==> config.mk <==
export PLATFORM = sky130hd
export DESIGN_NAME = radix_digit_formatter
export DESIGN_NICKNAME = d
export VERILOG_FILES = /design/src/rtl/core/rdf_pkg.sv /design/src/rtl/core/radix_digit_formatter.sv /design/src/rtl/core/rdf_divstep.sv /design/src/rtl/core/rdf_symcheck.sv
export SDC_FILE = /design/constraint.sdc
export NUM_CORES = 2
export LEC_CHECK = 0
export ABC_AREA = 1
export BUFFER_PORTS_ARGS = -buffer_cell sky130_fd_sc_hd__buf_2
export CELL_PAD_IN_SITES_DETAIL_PLACEMENT = 0
export CELL_PAD_IN_SITES_GLOBAL_PLACEMENT = 2
export CORE_AREA = 2 2 414 416
export DETAILED_ROUTE_END_ITERATION = 6
export DIE_AREA = 0 0 416 418
export HOLD_SLACK_MARGIN = 0.15
export PLACE_DENSITY = 0.91
export RECOVER_POWER = 25
export SKIP_CTS_REPAIR_TIMING = 1
export SLEW_MARGIN = 20
export SYNTH_ARGS = -nofsm -noshare
export SYNTH_HDL_FRONTEND = slang
export SYNTH_HIERARCHICAL = 1
export SYNTH_SLANG_ARGS = --single-unit
==> constraint.sdc <==
create_clock -name clk_i -period 9.5 [get_ports clk_i]
set_input_delay 0.95 -clock clk_i [delete_from_list [all_inputs] [get_ports clk_i]]
set_output_delay 0.95 -clock clk_i [all_outputs]
set_load 0.02 [all_outputs]
==> src/rtl/core/rdf_pkg.sv <==
// Shared types, constants and lookup functions of the radix digit formatter.
package rdf_pkg;

  localparam logic [7:0] CHAR_MINUS = 8'd45;
  localparam logic [7:0] CHAR_PLUS  = 8'd43;
  localparam logic [7:0] CHAR_LOW   = 8'd32;
  localparam logic [7:0] CHAR_HIGH  = 8'd126;
  localparam logic [4:0] MIN_RADIX  = 5'd2;

  localparam logic [1:0] CFG_SYMBOL_COUNT = 2'd0;
  localparam logic [1:0] CFG_SYMBOLS_LOW  = 2'd1;
  localparam logic [1:0] CFG_SYMBOLS_HIGH = 2'd2;

  localparam logic [4:0]  RST_SYMBOL_COUNT = 5'd10;
  localparam logic [63:0] RST_SYMBOLS_LOW  = 64'h3736_3534_3332_3130;
  localparam logic [63:0] RST_SYMBOLS_HIGH = 64'h0000_0000_0000_3938;

  typedef struct packed {
    logic done;
    logic ok;
  } chk_status_t;

  typedef struct packed {
    logic        busy;
    logic        done;
    logic [31:0] quot;
    logic [3:0]  rem;
  } div_result_t;

  // Symbol number idx of the packed 16-entry symbol table.
  function automatic logic [7:0] sym_at(input logic [127:0] syms, input logic [3:0] idx);
    sym_at = syms[idx*8 +: 8];
  endfunction

  // floor(2^32 / radix); zero for radixes that are never used.
  function automatic logic [31:0] recip_of(input logic [4:0] radix);
    case (radix)
      5'd2:    recip_of = 32'h8000_0000;
      5'd3:    recip_of = 32'h5555_5555;
      5'd4:    recip_of = 32'h4000_0000;
      5'd5:    recip_of = 32'h3333_3333;
      5'd6:    recip_of = 32'h2AAA_AAAA;
      5'd7:    recip_of = 32'h2492_4924;
      5'd8:    recip_of = 32'h2000_0000;
      5'd9:    recip_of = 32'h1C71_C71C;
      5'd10:   recip_of = 32'h1999_9999;
      5'd11:   recip_of = 32'h1745_D174;
      5'd12:   recip_of = 32'h1555_5555;
      5'd13:   recip_of = 32'h13B1_3B13;
      5'd14:   recip_of = 32'h1249_2492;
      5'd15:   recip_of = 32'h1111_1111;
      5'd16:   recip_of = 32'h1000_0000;
      default: recip_of = 32'h0000_0000;
    endcase
  endfunction

endpackage

==> src/rtl/core/radix_digit_formatter.sv <==
// Top level of the radix digit formatter: config registers, sequencer, output.
//
// Formats a signed 32-bit value as text in the configured radix (symbol_count,
// 2..MAX_SYMBOLS) using the configured symbol table. A transaction starts when
// start_i is high while busy_o is low. busy_o then stays high up to the edge
// that issues the last character, so the next transaction can be accepted in
// the cycle that carries the last character. Characters come out one per cycle,
// marked by symbol_valid_o for exactly one cycle each: a minus sign first for
// negative values, then the digits most significant first, is_last_o on the
// final one. The receiver cannot stall the stream. An invalid symbol set (or a
// count out of range) gives no characters at all. Each digit of a value passes
// through the shared reciprocal-multiply divider (multiply, back-multiply,
// correct, hand-off); then the symbol check is resolved, then the digit
// characters go out. The minus sign goes out in the cycle that resolves the
// check and costs nothing extra. busy_o spans this whole sequence, which is
// also the spacing of back-to-back values. The symbol check sweeps one symbol
// per cycle in parallel with the divider; when the sweep outlasts the digit
// conversion (short values, many symbols) the check sets the pace. A failed
// check ends the transaction at the same point without characters. Program
// the registers only while busy_o is low.
module radix_digit_formatter import rdf_pkg::*; #(
  parameter int MAX_SYMBOLS = 16
) (
  input  logic               clk_i,
  input  logic               rst_ni,
  input  logic               start_i,
  output logic               busy_o,
  input  logic signed [31:0] value_i,
  input  logic               cfg_we_i,
  input  logic [1:0]         cfg_idx_i,
  input  logic [63:0]        cfg_wdata_i,
  output logic               symbol_valid_o,
  output logic [7:0]         symbol_o,
  output logic               is_last_o
);

  typedef enum logic [1:0] {
    S_IDLE,
    S_CONV,
    S_WAIT,
    S_EMIT
  } fmt_state_e;

  // configuration registers
  logic [4:0]  count_q;
  logic [63:0] syms_low_q;
  logic [63:0] syms_high_q;
  logic [127:0] syms;

  fmt_state_e  state_q;
  logic        neg_q;
  logic [4:0]  wr_idx_q;
  logic [4:0]  rd_idx_q;
  logic        out_valid_q;
  logic [7:0]  symbol_q;
  logic        is_last_q;
  logic [3:0]  digits_q [32];

  logic        accept;
  logic        range_ok;
  logic        div_start;
  logic [31:0] mag_in;
  logic [31:0] div_dividend;
  div_result_t div_res;
  chk_status_t chk_res;

  assign syms = {syms_high_q, syms_low_q};

  always_ff @(posedge clk_i or negedge rst_ni) begin
    if (!rst_ni) begin
      count_q     <= RST_SYMBOL_COUNT;
      syms_low_q  <= RST_SYMBOLS_LOW;
      syms_high_q <= RST_SYMBOLS_HIGH;
    end else if (cfg_we_i) begin
      unique case (cfg_idx_i)
        CFG_SYMBOL_COUNT: count_q     <= cfg_wdata_i[4:0];
        CFG_SYMBOLS_LOW:  syms_low_q  <= cfg_wdata_i;
        CFG_SYMBOLS_HIGH: syms_high_q <= cfg_wdata_i;
        default: ;  // drop writes to unused indexes
      endcase
    end
  end

  always_comb begin
    accept   = start_i && (state_q == S_IDLE);
    range_ok = (count_q >= MIN_RADIX) && (count_q <= 5'(MAX_SYMBOLS));
    // two's complement magnitude; the most negative value maps to 2^31
    mag_in   = value_i[31] ? 32'(~$unsigned(value_i) + 32'd1) : $unsigned(value_i);
    // first division on accept, then divide the quotient again until it is zero
    div_start = (accept && range_ok) ||
                ((state_q == S_CONV) && div_res.done && (div_res.quot != 32'd0));
    div_dividend = (state_q == S_IDLE) ? mag_in : div_res.quot;
  end

  rdf_divstep u_divstep (
    .clk_i      (clk_i),
    .rst_ni     (rst_ni),
    .start_i    (div_start),
    .dividend_i (div_dividend),
    .radix_i    (count_q),
    .recip_i    (recip_of(count_q)),
    .result_o   (div_res)
  );

  rdf_symcheck #(
    .MAX_SYMBOLS (MAX_SYMBOLS)
  ) u_symcheck (
    .clk_i     (clk_i),
    .rst_ni    (rst_ni),
    .start_i   (accept && range_ok),
    .count_i   (count_q),
    .symbols_i (syms),
    .status_o  (chk_res)
  );

  // digit store, least significant digit at index 0
  always_ff @(posedge clk_i) begin
    if ((state_q == S_CONV) && div_res.done) begin
      digits_q[wr_idx_q] <= div_res.rem;
    end
  end

  always_ff @(posedge clk_i or negedge rst_ni) begin
    if (!rst_ni) begin
      state_q     <= S_IDLE;
      neg_q       <= 1'b0;
      wr_idx_q    <= '0;
      rd_idx_q    <= '0;
      out_valid_q <= 1'b0;
      symbol_q    <= '0;
      is_last_q   <= 1'b0;
    end else begin
      out_valid_q <= 1'b0;
      unique case (state_q)
        S_IDLE: begin
          // an accepted value with an out-of-range count yields nothing
          if (accept && range_ok) begin
            neg_q    <= value_i[31];
            wr_idx_q <= '0;
            state_q  <= S_CONV;
          end
        end
        S_CONV: begin
          if (div_res.done) begin
            wr_idx_q <= wr_idx_q + 5'd1;
            rd_idx_q <= wr_idx_q;
            if (div_res.quot == 32'd0) begin
              state_q <= S_WAIT;
            end
          end
        end
        S_WAIT: begin
          if (chk_res.done) begin
            if (!chk_res.ok) begin
              state_q <= S_IDLE;
            end else begin
              if (neg_q) begin
                out_valid_q <= 1'b1;
                symbol_q    <= CHAR_MINUS;
                is_last_q   <= 1'b0;
              end
              state_q <= S_EMIT;
            end
          end
        end
        S_EMIT: begin
          // walk the digit store from the most significant digit down
          out_valid_q <= 1'b1;
          symbol_q    <= sym_at(syms, digits_q[rd_idx_q]);
          is_last_q   <= rd_idx_q == 5'd0;
          if (rd_idx_q == 5'd0) begin
            state_q <= S_IDLE;
          end else begin
            rd_idx_q <= rd_idx_q - 5'd1;
          end
        end
        default: state_q <= S_IDLE;
      endcase
    end
  end

  assign busy_o         = state_q != S_IDLE;
  assign symbol_valid_o = out_valid_q;
  assign symbol_o       = symbol_q;
  assign is_last_o      = is_last_q;

`ifndef ASSERT_OFF
  // the divider is only restarted once it has finished the previous digit
  a_div_start_idle: assert property (@(posedge clk_i) disable iff (!rst_ni)
    div_start |-> !div_res.busy)
    else $error("divider started while busy");

  // the final character closes the transaction: no strobe follows directly
  a_last_closes: assert property (@(posedge clk_i) disable iff (!rst_ni)
    (symbol_valid_o && is_last_o) |=> !symbol_valid_o)
    else $error("character issued after the last one");

  // characters only follow a transaction in progress
  a_valid_in_txn: assert property (@(posedge clk_i) disable iff (!rst_ni)
    symbol_valid_o |-> $past(busy_o))
    else $error("character issued outside a transaction");

  // in the emit state, the symbol check has always finished its sweep and passed
  a_chk_before_emit: assert property (@(posedge clk_i) disable iff (!rst_ni)
    (state_q == S_EMIT) |-> chk_res.done && chk_res.ok)
    else $error("characters issued without a passed symbol check");
`endif

endmodule

==> src/rtl/core/rdf_divstep.sv <==
// Shared divide-by-radix unit: reciprocal multiply, back-multiply, correct.
module rdf_divstep import rdf_pkg::*; (
  input  logic        clk_i,
  input  logic        rst_ni,
  input  logic        start_i,
  input  logic [31:0] dividend_i,
  input  logic [4:0]  radix_i,
  input  logic [31:0] recip_i,
  output div_result_t result_o
);

  typedef enum logic [1:0] {
    S_IDLE,
    S_MUL,
    S_BACK,
    S_FIX
  } div_state_e;

  div_state_e  state_q;
  logic [31:0] dividend_q;
  logic [31:0] est_q;
  logic [31:0] back_q;
  logic [31:0] quot_q;
  logic [3:0]  rem_q;
  logic        done_q;

  logic [63:0] prod;
  logic [36:0] back_full;
  logic [31:0] rem_full;
  logic        fix;

  always_comb begin
    prod      = 64'(dividend_q) * 64'(recip_i);
    back_full = 37'(est_q) * 37'(radix_i);
    rem_full  = dividend_q - back_q;
    fix       = rem_full >= 32'(radix_i);
  end

  always_ff @(posedge clk_i or negedge rst_ni) begin
    if (!rst_ni) begin
      state_q <= S_IDLE;
      done_q  <= 1'b0;
    end else begin
      done_q <= 1'b0;
      unique case (state_q)
        S_IDLE: begin
          if (start_i) begin
            dividend_q <= dividend_i;
            state_q    <= S_MUL;
          end
        end
        S_MUL: begin
          // estimate is exact or one low
          est_q   <= prod[63:32];
          state_q <= S_BACK;
        end
        S_BACK: begin
          back_q  <= back_full[31:0];
          state_q <= S_FIX;
        end
        S_FIX: begin
          quot_q  <= est_q + 32'(fix);
          rem_q   <= fix ? 4'(rem_full - 32'(radix_i)) : rem_full[3:0];
          done_q  <= 1'b1;
          state_q <= S_IDLE;
        end
        default: state_q <= S_IDLE;
      endcase
    end
  end

  assign result_o.busy = state_q != S_IDLE;
  assign result_o.done = done_q;
  assign result_o.quot = quot_q;
  assign result_o.rem  = rem_q;

endmodule

==> src/rtl/core/rdf_symcheck.sv <==
// Symbol set checker: sweeps the symbols one per cycle for range, sign characters and duplicates.
module rdf_symcheck import rdf_pkg::*; #(
  parameter int MAX_SYMBOLS = 16
) (
  input  logic         clk_i,
  input  logic         rst_ni,
  input  logic         start_i,
  input  logic [4:0]   count_i,
  input  logic [127:0] symbols_i,
  output chk_status_t  status_o
);

  typedef enum logic {
    C_IDLE,
    C_RUN
  } chk_state_e;

  chk_state_e state_q;
  logic [3:0] idx_q;
  logic       done_q;
  logic       ok_q;

  logic [7:0] sym;
  logic       bad_char;
  logic       dup;
  logic       count_ok;
  logic       at_end;

  always_comb begin
    sym      = sym_at(symbols_i, idx_q);
    bad_char = (sym < CHAR_LOW) || (sym > CHAR_HIGH) || (sym == CHAR_PLUS) ||
               (sym == CHAR_MINUS);
    dup      = 1'b0;
    for (int j = 0; j < 16; j++) begin
      if ((4'(j) > idx_q) && (5'(j) < count_i) && (symbols_i[j*8 +: 8] == sym)) begin
        dup = 1'b1;
      end
    end
    count_ok = (count_i >= MIN_RADIX) && (count_i <= 5'(MAX_SYMBOLS));
    at_end   = {1'b0, idx_q} == (count_i - 5'd1);
  end

  always_ff @(posedge clk_i or negedge rst_ni) begin
    if (!rst_ni) begin
      state_q <= C_IDLE;
      idx_q   <= '0;
      done_q  <= 1'b0;
      ok_q    <= 1'b0;
    end else begin
      unique case (state_q)
        C_IDLE: begin
          if (start_i) begin
            idx_q <= '0;
            ok_q  <= 1'b0;
            if (count_ok) begin
              done_q  <= 1'b0;
              state_q <= C_RUN;
            end else begin
              done_q <= 1'b1;
            end
          end
        end
        C_RUN: begin
          if (bad_char || dup) begin
            done_q  <= 1'b1;
            state_q <= C_IDLE;
          end else if (at_end) begin
            done_q  <= 1'b1;
            ok_q    <= 1'b1;
            state_q <= C_IDLE;
          end else begin
            idx_q <= idx_q + 4'd1;
          end
        end
        default: state_q <= C_IDLE;
      endcase
    end
  end

  assign status_o.done = done_q;
  assign status_o.ok   = ok_q;

endmodule
# Yosys cells after proc, flatten, opt, wreduce, memory -nomap -nowiden
# Memory sizes are Yosys's and may differ from the RTL's.
# Cells that the tools add are included.
# totals
regBits	298
latch_bits	0
ramBits	128
rom_bits	1024
input_bits	102
out_inout_bits	11
elab_cells	248
mem_count	2
# classes
addsub	8
mul	2
div_mod_pow	0
magnitude_cmp	37
n_eq_ne	41
shifts	2
mux	66
bitwise_logic	2
reduce_logical	67
# mem_list
memory	words	word_bits	read_ports	rd_ports_with_merged_regs	write_ports	line_no	source
(name not given)	32	32	1	0	0	rdf_pkg.sv:37	case (radix)
digits_q	32	4	1	0	1	radix_digit_formatter.sv:57	logic [3:0] digits_q [32];
# op_table
cell	count
indexed part select 128 x 8 -> 8 bit	2
equality test 8 bit	16
multiplier 32 x 32 -> 64 bit	1
2-to-1 mux 32 bit	2
< comparator 4 x 5 -> 1 bit (first input constant)	8
logical AND 1 bit	37
2-to-1 mux 1 bit	35
adder 32 x 1 -> 32 bit	1
adder 32 x 1 -> 32 bit (second input constant)	1
>= comparator 32 x 5 -> 1 bit	1
> comparator 4 bit (first input constant)	8
logical NOT 32 bit	1
multiplier 32 x 5 -> 32 bit	1
inverter 32 bit	1
nonzero test 32 bit	1
subtractor 32 bit	1
2-to-1 mux 8 bit	3
< comparator 3 x 5 -> 1 bit (first input constant)	4
2-to-1 mux 5 bit	4
case mux 5 bit (2 select lines)	2
equality test 8 x 6 -> 1 bit (second input constant)	2
> comparator 3 x 4 -> 1 bit (first input constant)	4
2-to-1 mux 4 bit	4
case mux 2 bit (4 select lines)	2
31 further kinds	83

# Logic depth before layout (Yosys ltp)
# depth
word_depth	22
ltp_mapped	39
ltp_nobuf	38

# Cells and area by module
# Netlist, hierarchy kept.
# modules_own_cells
module	n_inst	cells_per_inst	area_per_inst_um2	seq_area_each_um2
rdf_divstep	1	6097	46812.4	4038.9
radix_digit_formatter	1	1711	14472.6	7793.7
rdf_symcheck	1	941	4408.0	175.2

# Least setup slack after synthesis
# Ideal clock, no wire load.
# synth_path
path_type	register to register
startpoint	reg count_q[3]
endpoint	reg u_divstep.est_q[28], data pin
arrival_ns	7.604
setup_slack_ns	1.644
stages_incl_launch_ff	33
path_buffers	2
cell_sequence	dfstp_2 clkbuf_1 inv_1 o21ai_0 nand2_1 o21a_1 a31oi_1 clkbuf_1 nand2_1 fa_1 inv_1 fa_1 inv_1 fa_1 inv_1 fa_1 fa_1 fa_1 fa_1 inv_1 fa_1 inv_1 ha_1 a21oi_1 o21ai_0 a21oi_1 nor2_1 nor2_1 inv_1 a211oi_1 nand2_1 nand2_1 nand2_1
# synth_between
elab_chain_cells	2
# synth_lines
item	line_no	source
from (decl)	radix_digit_formatter.sv:45	logic [4:0] count_q;
from (signal assigned)	radix_digit_formatter.sv:76	CFG_SYMBOL_COUNT: count_q <= cfg_wdata_i[4:0];
memory read (32 x 32 bit)	-	
multiplier 32 x 32 -> 64 bit	rdf_divstep.sv:33	prod = 64'(dividend_q) * 64'(recip_i);
via u_divstep.prod[60]	rdf_divstep.sv:27	logic [63:0] prod;
to (signal assigned)	rdf_divstep.sv:54	est_q <= prod[63:32];
to (decl)	rdf_divstep.sv:21	logic [31:0] est_q;
# The timed path passes the listed nets, and every way through them passes these cells.
# A chain may end at the register's enable or synchronous reset.

# Worst setup path in the final report
# layout_path
startpoint	reg count_q[2]
endpoint	reg u_divstep.est_q[23], data pin
# The elaborated chain is that of the path after synthesis.

==> flow_summary_export.csv <==
group,metric,value,unit
die,start_util,38.9,%
yosys,synth_xor_area_share,2.17,%
timing,timing.fmax,108,MHz
detailed_routing,ant_nets,0,
yosys,postSynthNetCount,10200,
detailed_routing,drc,2,
place,port-buffer-count,112,
detailed_routing,dr_wl_met3,10600,µm
critical_path,critPathMaxFanout,32,
yosys,synthTopCellsByCount,"nand2_1, inv_1, fa_1, nor2_1, nand3_1",
die,die-area,174000,µm²
min_path,holdPathStages,2,
critical_path,r2r_cells,31,
yosys,synthMuxAreaShare,0,%
yosys,synth_top_area_share,29.9,%
detailed_routing,drtPass1Iterations,7,
critical_path,rrSetupSlack,0.27,ns
critical_path,crit_required,9.87,ns
global_routing,grt_antenna_before_repair,6,
die,rows,151,
clocking,cts_tree,"built",
yosys,synth.distinct_cells,59,
die,die_x,416,µm
detailed_routing,routedWlPerCell,19.7,µm
timing,rsz0062_at_grt,"false",
clocking,clock-sinks,426,
critical_path,critical_path_class,"register to register",
timing,clock-skew-final,0.0211,ns
outcome,status,"finished, violations left",
timing,hold_viol_final,0,
yosys,yosys_warnings,6,
critical_path,r2r_end,"u_divstep/est_q[23]",
job,drv_cap,4,
yosys,syn_avg_cell_area,7.51,µm²
detailed_routing,via_per_inst,4.98,
detailed_routing,drt-met1-wl,89500,µm
yosys,synth_top_family_by_area,"adder cells",
yosys,yosysTopAreaCell,"fa_1",
clocking,clockBufferDepth,3,
die,die_y,418,µm
final_layout,utilization,41.7,%
yosys,synthSimpleGateAreaFrac,22.4,%
final_layout,nets,10100,
min_path,hp-class,"register to register",
timing,finalCritPeriodShare,97.2,%
critical_path,arrival,9.60,ns
clocking,clock-root-buffer,"clkbuf_16",
global_routing,grt_first_pass_wirelength,337000,µm
yosys,syn-cell-area,65700,µm²
critical_path,cpMaxStageDelayCell,"fa_1",
timing,setup_violations,0,
timing,whs,0.485,ns
global_routing,grt.total_usage,25.1,%
detailed_routing,num_vias,54600,
yosys,yosysSeqAreaShare,18.3,%
critical_path,cpPeakStageDelay,0.58,ns
timing,slew_violations,177,
global_routing,grt_max_degree,91,
critical_path,crit_top_cell,"fa_1",
final_layout,area_delta_synth_final,7.37,%
final_layout,design_area,70500,µm²
detailed_routing,top_layer,"met4",
yosys,synth-edff-count,260,
min_path,min-delay-start,"u_symcheck/ok_q",
die,io_pins,113,
place,gp_congestion,0.948,
timing,fin_crit,9.23,ns
min_path,whs_endpoint,"u_symcheck/ok_q",
final_layout,drive_gt1_share,5.73,%
die,core,169000,µm²
critical_path,cp-start-kind,"register",
yosys,ys_seq_elements,426,
yosys,yosysMostFrequentCell,"nand2_1",
place,dp_hpwl,172000,µm
timing,tns,0,ns
detailed_routing,wl_met2,107000,µm
yosys,yosys_most_used_dff,"edfxtp_1",
detailed_routing,wl,216000,µm
outcome,violations,"DRC, capacitance limit, slew limit",
timing,worst_slew_pin_slew,3.15,ns
yosys,synthTopCellsByArea,"fa_1, nand2_1, inv_1",
yosys,async_flop_share,39.0,%
clocking,htreeDepth,2,
clocking,cts.clk_slew.worst_paths,0.06,ns
global_routing,grt_overflow_total,0,
yosys,synth_compound_area_share,5.14,%
final_layout,fill_cells,17400,
place,place_area,68900,µm²
timing,relSlewSlack,-110,%
global_routing,first_global_vias,57200,
detailed_routing,first_iter_violations,3876,
yosys,syn_inst,8749,
critical_path,r2r_start,"count_q[2]",
critical_path,end_kind,"register",
clocking,cts_made_buffers,47,
clocking,clk_latency,0.63,ns
yosys,synth_fa_ha_area_share,36.6,%
flip-flops by register name, indices dropped and copies added, names as in the netlist, 8 cells and up:
signal                cells
syms_high_q              64
u_divstep/quot_q         32
symbol_o                  8
u_divstep/dividend_q     32
u_divstep/back_q         32
syms_low_q               64
u_divstep/est_q          32
digits_q                128
metrics by stage:
stage | setup slack (ns) | std cells
4_1_cts | 0.265 | 11000
5_1_grt | 0.0183 | 11000
6_report | 0.268 | 11000
3_5_place_dp | 0.318 | 10900
2_1_floorplan | 1.64 | 8749
3_3_place_gp | 0.322 | 10900
metal layers:
metal,GRT usage [%],up-vias
met5,0,-
met4,9.49,0
met3,2.22,370
met2,44.2,1572
met1,31.9,27100
li1,-,25600
placed cells by master, fill, tap and decap left out, types with 48 or more instances in the layout:
cell type  synthesis  final
nand2_1         2530   2530
inv_1           2223   2219
fa_1             980    980
nor2_1           438    431
nand3_1          423    423
ha_1             354    354
o21ai_0          289    287
edfxtp_1         260    260
a21oi_1          204    203
buf_4             30    134
dfrtp_1          129    124
xor2_1           121    121
buf_2             39    110
clkbuf_16          0     48
kinds of logic after synthesis:
group,Yosys count
flip-flops,426
AND/OR/NAND/NOR,3598
XOR/XNOR,163
adder cells (fa/ha/maj),1334
AO/OA/AOI/OAI,619
buffers and inverters,2609
final cells by class:
cell class	instances	area [µm²]	area share [%]
clock buffers	60	1310	1.85
flip-flops and latches	426	12000	17.0
repair buffers	271	1950	2.77
well taps	2218	2780	3.93
diodes	2	5.00	0.00710
multi-input cells	5715	43700	62.0
inverters	2242	8430	11.9
clock inverters	27	325	0.461
critical path, delay by kind of cell (launching register included):
| kind | cells | cell delay [ns] |
|---|---|---|
| compound gates | 6 | 1.80 |
| fa+ha+maj | 9 | 4.34 |
| buf+inv | 9 | 1.70 |
| flops | 1 | 0.53 |
| simple gates | 7 | 0.56 |
worst max-delay path by stage:
| stage | slack (ns) | cells after the start | endpoint | from |
|---|---|---|---|---|
| 6_report | 0.27 | 31 | u_divstep/est_q[23] | count_q[2] |
| 5_1_grt | 0.02 | 33 | u_divstep/est_q[16] | count_q[1] |
| 4_1_cts | 0.26 | 30 | u_divstep/est_q[23] | count_q[1] |
| 3_5_place_dp | 0.32 | 30 | u_divstep/est_q[23] | count_q[1] |
| 3_3_place_gp | 0.32 | 27 | u_divstep/est_q[23] | count_q[1] |
| 2_1_floorplan | 1.64 | 32 | u_divstep/est_q[28] | count_q[3] |
Power is left out: the tool's default activity adds up to more than one toggle a clock period on the data nets, which glitch-free logic cannot reach.
